<file path="config.mk">
export PLATFORM = sky130hd
export DESIGN_NAME = arp_cache_lookup_and_learn_unit
export DESIGN_NICKNAME = d
export VERILOG_FILES = /design/src/arpc_pkg.sv /design/src/arpc_cell.sv /design/src/arp_cache_lookup_and_learn_unit.sv
export SDC_FILE = /design/constraint.sdc
export NUM_CORES = 2
export LEC_CHECK = 0
export ABC_AREA = 0
export BUFFER_PORTS_ARGS = -buffer_cell sky130_fd_sc_hd__buf_2
export CAP_MARGIN = 30
export CORE_ASPECT_RATIO = 1.25
export CORE_MARGIN = 1
export CORE_UTILIZATION = 42
export DETAILED_ROUTE_END_ITERATION = 6
export PLACE_DENSITY = 0.61
export SLEW_MARGIN = 20
export SYNTH_ARGS = -nofsm -noshare
export SYNTH_HDL_FRONTEND = slang
export SYNTH_SLANG_ARGS = --single-unit
</file>
<file path="constraint.sdc">
create_clock -name clk -period 7.9 [get_ports clk]
set_input_delay 0.395 -clock clk [delete_from_list [all_inputs] [get_ports clk]]
set_output_delay 0.395 -clock clk [all_outputs]
set_load 0.05 [all_outputs]
</file>
<file path="src/arpc_pkg.sv">
`default_nettype none
package arpc_pkg;

  localparam int ENTRIES   = 8;
  localparam int AGE_LIMIT = 65536;
  localparam int AGE_MAXI  = 2 * AGE_LIMIT - 1;
  localparam int AGE_W     = $clog2(2 * AGE_LIMIT);
  localparam int IDX_W     = $clog2(ENTRIES);
  localparam int IP_W      = 32;
  localparam int MAC_W     = 48;
  localparam int CFG_IDX_W = 2;
  localparam int CFG_W     = 32;

  localparam logic [AGE_W-1:0] AGE_LIM_V = AGE_W'(AGE_LIMIT);
  localparam logic [AGE_W-1:0] AGE_MAX_V = AGE_W'(AGE_MAXI);

  localparam logic OP_LOOKUP = 1'b0;
  localparam logic OP_ADD    = 1'b1;

  localparam logic [CFG_IDX_W-1:0] REG_OWN_IP      = 2'd0;
  localparam logic [CFG_IDX_W-1:0] REG_SUBNET_MASK = 2'd1;
  localparam logic [CFG_IDX_W-1:0] REG_ROUTER_IP   = 2'd2;

  typedef enum logic [1:0] {
    WALK_LOOKUP,
    WALK_ADD,
    WALK_UPDATE
  } walk_mode_t;

  // Walk record that travels down the row of cells, one cell per cycle.
  typedef struct packed {
    logic             act;
    walk_mode_t       mode;
    logic [IP_W-1:0]  ip;
    logic [MAC_W-1:0] mac;
    logic [AGE_W-1:0] runmax;
    logic             hit;
    logic [MAC_W-1:0] hit_mac;
    logic             free_found;
    logic [IDX_W-1:0] free_idx;
    logic [AGE_W-1:0] oldest;
    logic [IDX_W-1:0] old_idx;
  } walk_t;

  typedef struct packed {
    logic             en;
    logic [IDX_W-1:0] idx;
    logic [IP_W-1:0]  ip;
    logic [MAC_W-1:0] mac;
  } fill_t;

endpackage
`default_nettype wire

</file>
<file path="src/arpc_cell.sv">
`default_nettype none
module arpc_cell
  import arpc_pkg::*;
(
  input  wire logic             clk,
  input  wire logic             rst_n,
  input  wire logic [IDX_W-1:0] cell_id,
  input  wire walk_t            rec_in,
  input  wire fill_t            fill,
  output walk_t                 rec_out
);

  logic             valid_r, valid_nxt;
  logic [AGE_W-1:0] age_r, age_nxt;
  logic [IP_W-1:0]  ip_r, ip_nxt;
  logic [MAC_W-1:0] mac_r, mac_nxt;
  walk_t            rec_r, rec_nxt;
  logic             match;

  always_comb begin
    valid_nxt = valid_r;
    age_nxt   = age_r;
    ip_nxt    = ip_r;
    mac_nxt   = mac_r;
    rec_nxt   = rec_in;
    match     = valid_r && (ip_r == rec_in.ip);
    if (rec_in.act && !rec_in.hit) begin
      case (rec_in.mode)
        WALK_UPDATE: begin
          if (match) begin
            mac_nxt     = rec_in.mac;
            age_nxt     = '0;
            rec_nxt.hit = 1'b1;
          end
        end
        WALK_LOOKUP, WALK_ADD: begin
          if (match) begin
            age_nxt         = '0;
            rec_nxt.hit     = 1'b1;
            rec_nxt.hit_mac = mac_r;
            if (rec_in.mode == WALK_ADD) begin
              mac_nxt = rec_in.mac;
            end
          end else if (valid_r) begin
            age_nxt = (age_r >= AGE_MAX_V) ? AGE_MAX_V : age_r + AGE_W'(1);
            if (age_r > rec_in.runmax) begin
              rec_nxt.runmax = age_r;
              if (age_r >= AGE_LIM_V) begin
                valid_nxt = 1'b0;
              end
            end
          end
          // Replacement choice is made on the state as this cell leaves it.
          if (!match && !rec_in.free_found) begin
            if (!valid_nxt) begin
              rec_nxt.free_found = 1'b1;
              rec_nxt.free_idx   = cell_id;
            end else if (age_nxt > rec_in.oldest) begin
              rec_nxt.oldest  = age_nxt;
              rec_nxt.old_idx = cell_id;
            end
          end
        end
        default: begin
        end
      endcase
    end
    if (fill.en && (fill.idx == cell_id)) begin
      valid_nxt = 1'b1;
      age_nxt   = '0;
      ip_nxt    = fill.ip;
      mac_nxt   = fill.mac;
    end
  end

  always_ff @(posedge clk) begin
    if (!rst_n) begin
      valid_r     <= 1'b0;
      rec_r.act   <= 1'b0;
    end else begin
      valid_r     <= valid_nxt;
      rec_r       <= rec_nxt;
    end
    age_r <= age_nxt;
    ip_r  <= ip_nxt;
    mac_r <= mac_nxt;
  end

  assign rec_out = rec_r;

endmodule
`default_nettype wire

</file>
<file path="src/arp_cache_lookup_and_learn_unit.sv">
// ARP cache with lookup and learn, eight entries held in a row of cells.
// Input channel: in_valid/in_stall carry an opcode (lookup or add), an IPv4
// address and, for an add, a MAC address. Each transfer gives exactly one
// result on out_valid/out_stall: hit, mac_out and send_request.
// Configuration (own address, netmask, router address) is written through
// cfg_we/cfg_index/cfg_wdata; the user writes it only while the block is idle, the block does not enforce this.
// Items answered without a walk (router shortcut, add for own or router
// address) put their result in the pending register, from which it moves
// to the output register. All other items send a record from the launch
// register through the cells, one cell per cycle, and then through the
// pending and output registers. One item is in work at a time: the next
// transfer is taken only once the last result has left the pending
// register for the output register.
// A finished result waits in the output register while out_stall is high;
// a new item may be taken meanwhile, but its own result waits until the
// output register has been emptied.
// Reset (synchronous, active low) empties the cache, forgets the router
// MAC and restores the configuration registers to their defaults.
`default_nettype none
module arp_cache_lookup_and_learn_unit
  import arpc_pkg::*;
(
  input  wire logic                 clk,
  input  wire logic                 rst_n,
  input  wire logic                 in_valid,
  output logic                      in_stall,
  input  wire logic                 in_opcode,
  input  wire logic [IP_W-1:0]      in_ip_addr,
  input  wire logic [MAC_W-1:0]     in_mac_in,
  output logic                      out_valid,
  input  wire logic                 out_stall,
  output logic                      out_hit,
  output logic [MAC_W-1:0]          out_mac_out,
  output logic                      out_send_request,
  input  wire logic                 cfg_we,
  input  wire logic [CFG_IDX_W-1:0] cfg_index,
  input  wire logic [CFG_W-1:0]     cfg_wdata
);

  logic [IP_W-1:0]  own_ip_r, own_ip_nxt;
  logic [IP_W-1:0]  mask_r, mask_nxt;
  logic [IP_W-1:0]  router_ip_r, router_ip_nxt;
  logic [MAC_W-1:0] router_mac_r, router_mac_nxt;
  logic             busy_r, busy_nxt;
  walk_t            launch_r, launch_nxt;
  logic             pend_valid_r, pend_valid_nxt;
  logic             pend_hit_r, pend_hit_nxt;
  logic [MAC_W-1:0] pend_mac_r, pend_mac_nxt;
  logic             pend_req_r, pend_req_nxt;
  logic             out_valid_r, out_valid_nxt;
  logic             out_hit_r, out_hit_nxt;
  logic [MAC_W-1:0] out_mac_r, out_mac_nxt;
  logic             out_req_r, out_req_nxt;

  walk_t chain [0:ENTRIES];
  walk_t exit_rec;
  fill_t fill_w;
  logic  accept;
  logic  shortcut;
  logic  out_free;

  assign chain[0] = launch_r;
  assign exit_rec = chain[ENTRIES];

  for (genvar g = 0; g < ENTRIES; g++) begin : g_cell
    arpc_cell u_cell (
      .clk     (clk),
      .rst_n   (rst_n),
      .cell_id (IDX_W'(g)),
      .rec_in  (chain[g]),
      .fill    (fill_w),
      .rec_out (chain[g+1])
    );
  end

  always_comb begin
    fill_w.en  = exit_rec.act && (exit_rec.mode == WALK_ADD) && !exit_rec.hit;
    fill_w.idx = exit_rec.free_found ? exit_rec.free_idx : exit_rec.old_idx;
    fill_w.ip  = exit_rec.ip;
    fill_w.mac = exit_rec.mac;
  end

  assign in_stall = busy_r;
  assign accept   = in_valid && !busy_r;
  assign shortcut = ((((in_ip_addr ^ own_ip_r) & mask_r) != '0) ||
                     (in_ip_addr == router_ip_r)) && (router_mac_r != '0);
  assign out_free = !out_valid_r || !out_stall;

  always_comb begin
    own_ip_nxt     = own_ip_r;
    mask_nxt       = mask_r;
    router_ip_nxt  = router_ip_r;
    router_mac_nxt = router_mac_r;
    busy_nxt       = busy_r;
    pend_valid_nxt = pend_valid_r;
    pend_hit_nxt   = pend_hit_r;
    pend_mac_nxt   = pend_mac_r;
    pend_req_nxt   = pend_req_r;
    out_valid_nxt  = out_valid_r;
    out_hit_nxt    = out_hit_r;
    out_mac_nxt    = out_mac_r;
    out_req_nxt    = out_req_r;

    launch_nxt            = launch_r;
    launch_nxt.act        = 1'b0;
    launch_nxt.mode       = WALK_LOOKUP;
    launch_nxt.ip         = in_ip_addr;
    launch_nxt.mac        = in_mac_in;
    launch_nxt.runmax     = '0;
    launch_nxt.hit        = 1'b0;
    launch_nxt.hit_mac    = '0;
    launch_nxt.free_found = 1'b0;
    launch_nxt.free_idx   = '0;
    launch_nxt.oldest     = '0;
    launch_nxt.old_idx    = '0;

    if (out_valid_r && !out_stall) begin
      out_valid_nxt = 1'b0;
    end
    if (pend_valid_r && out_free) begin
      out_valid_nxt  = 1'b1;
      out_hit_nxt    = pend_hit_r;
      out_mac_nxt    = pend_mac_r;
      out_req_nxt    = pend_req_r;
      pend_valid_nxt = 1'b0;
      busy_nxt       = 1'b0;
    end

    if (exit_rec.act) begin
      pend_valid_nxt = 1'b1;
      pend_hit_nxt   = 1'b0;
      pend_mac_nxt   = '0;
      pend_req_nxt   = 1'b0;
      if (exit_rec.mode == WALK_LOOKUP) begin
        pend_hit_nxt = exit_rec.hit;
        pend_mac_nxt = exit_rec.hit_mac;
        pend_req_nxt = !exit_rec.hit;
      end
    end

    if (accept) begin
      busy_nxt     = 1'b1;
      pend_hit_nxt = 1'b0;
      pend_mac_nxt = '0;
      pend_req_nxt = 1'b0;
      if (in_opcode == OP_LOOKUP) begin
        if (shortcut) begin
          pend_valid_nxt = 1'b1;
          pend_hit_nxt   = 1'b1;
          pend_mac_nxt   = router_mac_r;
        end else begin
          launch_nxt.act  = 1'b1;
          launch_nxt.mode = WALK_LOOKUP;
        end
      end else if (in_ip_addr == own_ip_r) begin
        pend_valid_nxt = 1'b1;
      end else if (in_ip_addr == router_ip_r) begin
        router_mac_nxt = in_mac_in;
        pend_valid_nxt = 1'b1;
      end else if (shortcut) begin
        // Router answered; a cached copy is rewritten only when the new MAC differs from the router MAC.
        if (router_mac_r != in_mac_in) begin
          launch_nxt.act  = 1'b1;
          launch_nxt.mode = WALK_UPDATE;
        end else begin
          pend_valid_nxt = 1'b1;
        end
      end else begin
        launch_nxt.act  = 1'b1;
        launch_nxt.mode = WALK_ADD;
      end
    end

    if (cfg_we) begin
      case (cfg_index)
        REG_OWN_IP:      own_ip_nxt    = cfg_wdata;
        REG_SUBNET_MASK: mask_nxt      = cfg_wdata;
        REG_ROUTER_IP:   router_ip_nxt = cfg_wdata;
        default: begin
        end
      endcase
    end
  end

  always_ff @(posedge clk) begin
    if (!rst_n) begin
      own_ip_r     <= 32'hC0A8_0F16;
      mask_r       <= 32'hFFFF_FF00;
      router_ip_r  <= 32'hC0A8_0F01;
      router_mac_r <= '0;
      busy_r       <= 1'b0;
      launch_r.act <= 1'b0;
      pend_valid_r <= 1'b0;
      out_valid_r  <= 1'b0;
    end else begin
      own_ip_r     <= own_ip_nxt;
      mask_r       <= mask_nxt;
      router_ip_r  <= router_ip_nxt;
      router_mac_r <= router_mac_nxt;
      busy_r       <= busy_nxt;
      launch_r     <= launch_nxt;
      pend_valid_r <= pend_valid_nxt;
      out_valid_r  <= out_valid_nxt;
    end
    pend_hit_r <= pend_hit_nxt;
    pend_mac_r <= pend_mac_nxt;
    pend_req_r <= pend_req_nxt;
    out_hit_r  <= out_hit_nxt;
    out_mac_r  <= out_mac_nxt;
    out_req_r  <= out_req_nxt;
  end

  assign out_valid        = out_valid_r;
  assign out_hit          = out_hit_r;
  assign out_mac_out      = out_mac_r;
  assign out_send_request = out_req_r;

endmodule
`default_nettype wire

</file>
==> summary.md <==
| Metric | Value |
|---|---|
| Flops & latches, synth | 2,450 |
| Via count | 59.2k |
| Initial Util | 0.422 |
| Hold Path Origin | in_opcode |
| Initial DRT Pass Iterations | 7 |
| Clk sinks | 2,450 |
| Leak | 43.7 nW |
| P_sw | 5.82 mW |
| Final setup viols | 0 |
| Synth Area per Inst | 14.1 um2 |
| Die Wd | 443 um |
| Hold Fails Final Rpt | 0 |
| Chip height | 553 um |
| Clock network power share | 0.421 |
| Measured slew at the worst slew-check pin | 1.10 ns |
| Clock Pin Slew Worst Setup and Hold Paths | 0.06 ns |
| Storage cell area | 70,600 um2 |
| ANT nets after route | 0 |
| Final Cycle Share | 0.694 |
| Worst skew pair latency | about 0.93 ns |
| Crit path time final | 5.48 ns |
| Post-CTS Hold Fix Bufs | 115 |
| Area leader, netlist | edfxtp_1 |
| Busiest grt layer | met2 |
| Cell count after synthesis | 7,231 |
| Power per Cell Area | 236 nW/um2 |
| DR WL/cell | 24.3 um |
| FMAX | 182 MHz |
| H-tree levels | 4 |
| Logic gate share of total power | 0.035 |
| DP HPWL | 173,000 um |
| M3 GR Usage | 0.0242 |
| Largest cells by area after synthesis | edfxtp_1 (63%), mux2_2 (6.9%), dfxtp_1 (5.9%), nand2_1 (4.2%), ha_1 (3.2%) |
| Switch share | 0.212 |
| Top FF cell, synth | edfxtp_1 |
| Fin. max-slew vios | 0 |
| Placement Rows | 202 |
| Die area | 245,000 um2 |
| Status | finished clean |
| Area of the multi-input gates | 29,700 um2 |
| Critical path capture point type | flip-flop |
| Sequential Power Share | 0.544 |
| First-pass GRT wire length | 391,000 um |
| Fillers | 20.6k |
| Number of post-CTS setup repair buffers | 0 |
| Most frequent cells in the layout | edfxtp_1 (2,149), nand2_1 (1,131), mux2_2 (624) |
| Post-route clock skew | around 0.093 ns |
| Max_slew headroom | 0.261 |
| IO Pins | 172 |
| CP startpoint | g_cell[5].u_cell.age_r[7] |
| Met1 Use GR | 0.270 |
| Number of flops mapped to enable cells by yosys | 2,149 |
| CP arrival | 6.08 ns |
| Area Growth Syn to Fin | 13.8% |
| Clock root buffer | clkbuf_16 |
| Commonest non-fill, non-tap cell in the layout | edfxtp_1 |
| Share of layout cells above drive strength 1 | 0.172 |
| Int Power | between 20 and 25 mW |
| Nets | 7,976 |
| Kind of critical path | flip-flop to flip-flop |
| Overall power | 27.4 mW |
| Post-Syn Area | 102,000 um2 |
| Maxcap violations | 0 |
| Initial drt markers | 5,460 |
| CTS tree | built |
| RSZ-0062 raised after global routing | no |
| Worst hold slack | 0.0483 ns |
| Total congestion overflow | 0 |
| CTS Buf Count | 241 |
| Seq/Total Area, Yosys | 0.691 |
| Distinct cells, synth | 75 |
| Worst path required time | 8.50 ns |
| WL final | roughly 270,000 um |
| Global Route Usage Sum | 0.214 |
| Pin count of the biggest net entering global routing | 169 |
| Initial antenna violation count | 15 |
| Warnings, synthesis | 0 |
| RePlAce Congestion | 0.881 |
| Clock buffer depth | 4 |
| Residual DRC | 0 |
| Worst-path fanout max | 24 |
| Vias in the first global route | 59.2k |
| Hold Path Class | primary input to flip-flop |
| Routed vias/inst | 5.40 |
| Core Region | 242,000 um2 |
| Post-CTS sizing | 0 |
| Post-synth top area share | 0.632 |
| Setup_tns | 0 ns |
| Startpoint Class | flip-flop |
| Async S/R FF share, synth | 0 |
| Peak supply drop | between 0.2 and 0.25 mV |
| Met2 usage | 0.376 |
| Syn Nets | 7,610 |
| Input/output buffers | 171 |
| RR Startpoint | g_cell[5].u_cell.age_r[7] |
[power by group through the flow]
stage	clock network (mW)	logic, mW	registers [mW]
after floorplan	0	0.490	15.0
after global placement	0	0.885	15.2
after CTS	11.8	0.957	14.9
after global routing	12.2	1.05	15.0
final	11.5	0.955	14.9
after detailed placement	0	0.902	15.2
[flip-flops by register name, indices dropped and copies added, names as in the netlist, 8 cells and up]
| signal | cells |
|---|---|
| chain | 83 |
| g_cell.u_cell.age_r | 136 |
| g_cell.u_cell.ip_r | 256 |
| g_cell.u_cell.mac_r | 384 |
| g_cell.u_cell.rec_out | 1336 |
| g_cell.u_cell.valid_r | 8 |
| mask_r | 32 |
| out_mac_out | 48 |
| own_ip_r | 32 |
| pend_mac_r | 48 |
| router_ip_r | 32 |
| router_mac_r | 48 |
[Yosys cell counts, drive strengths merged (27+ instances only)]
cell type,n
a21o,62
a21oi,238
a22o,132
and2,88
and3,44
buf,31
clkbuf,231
dfxtp,301
edfxtp,2149
ha,259
inv,285
mux2,631
mux2i,74
nand2,1143
nand2b,27
nand3,129
nand4,104
nor2,255
nor2b,33
nor3,56
nor4,108
o21ai,109
xnor2,116
xor2,339
[path summary, 6_finish.rpt]
kind / endpoint / slack (ns) / depth (start not counted)
worst max-delay path: g_cell[5].u_cell.rec_out[15] / 2.42 / 17
worst min-delay path: chain[1554] / 0.05 / 3
worst max register to register: g_cell[5].u_cell.rec_out[15] / 2.42 / 17
worst min register to register: g_cell[3].u_cell.rec_out[102] / 0.40 / 0
[cells by family (layout without fill, tap and decap cells)]
logic type                 Yosys count  after routing  synth area share
AOI/OAI and AO/OA                  730            730            0.0477
xor gates and xnor gates           455            455            0.0390
adders and majority gates          259            259            0.0317
buffers and inverters              550           1111            0.0205
DFF                               2450           2450             0.691
muxes                              705            705            0.0771
other                                0              8                 0
and+or+nand+nor                   2082           2082            0.0926
[routing by layer]
| metal | wire length [um] | up-vias | share of wire |
|---|---|---|---|
| li1 | - | 27300 | - |
| met1 | 109000 | 29700 | 0.41 |
| met2 | 134000 | 1662 | 0.50 |
| met3 | 12700 | 483 | 0.048 |
| met4 | 10200 | 10 | 0.038 |
| met5 | 59 | - | 0.00022 |
[critical path, stage by stage (launching register included)]
cell and delay [ns]:
dfxtp_1 0.49, and4_1 0.26, and2_1 0.20, nand3_1 0.12, nor3_1 0.29, and2_1 0.17, ha_1 0.14, a41o_1 0.20
nand2_1 0.48, a21oi_1 0.53, ha_1 0.21, and3_1 0.18, a221o_1 0.15, a21oi_1 0.06, or4_1 0.40, o211ai_1 0.11
and4b_1 0.81, mux2_2 0.43
[stage by stage]
step / util / instance area (um2) / setup WS [ns] / cells
global route: 0.480 / 116000 / 2.04 / 11000
finish: 0.480 / 116000 / 2.42 / 11000
CTS: 0.479 / 116000 / 2.46 / 10900
detailed placement: 0.442 / 107000 / 2.49 / 10400
global placement: 0.442 / 107000 / 2.57 / 10400
floorplan: - / 102000 / 2.29 / 7231
[area by class of cell]
class | instances | share of cell area
Timing Repair Buffer | 385 | 0.0254
Antenna cell | 8 | 0.000172
Sequential cell | 2450 | 0.608
Inverter | 288 | 0.00944
Clock buffer | 317 | 0.0562
Multi-Input combinational cell | 4231 | 0.256
Tap cell | 3162 | 0.0341
Clock inverter | 121 | 0.0113
(Power assumes the default switching activity.)
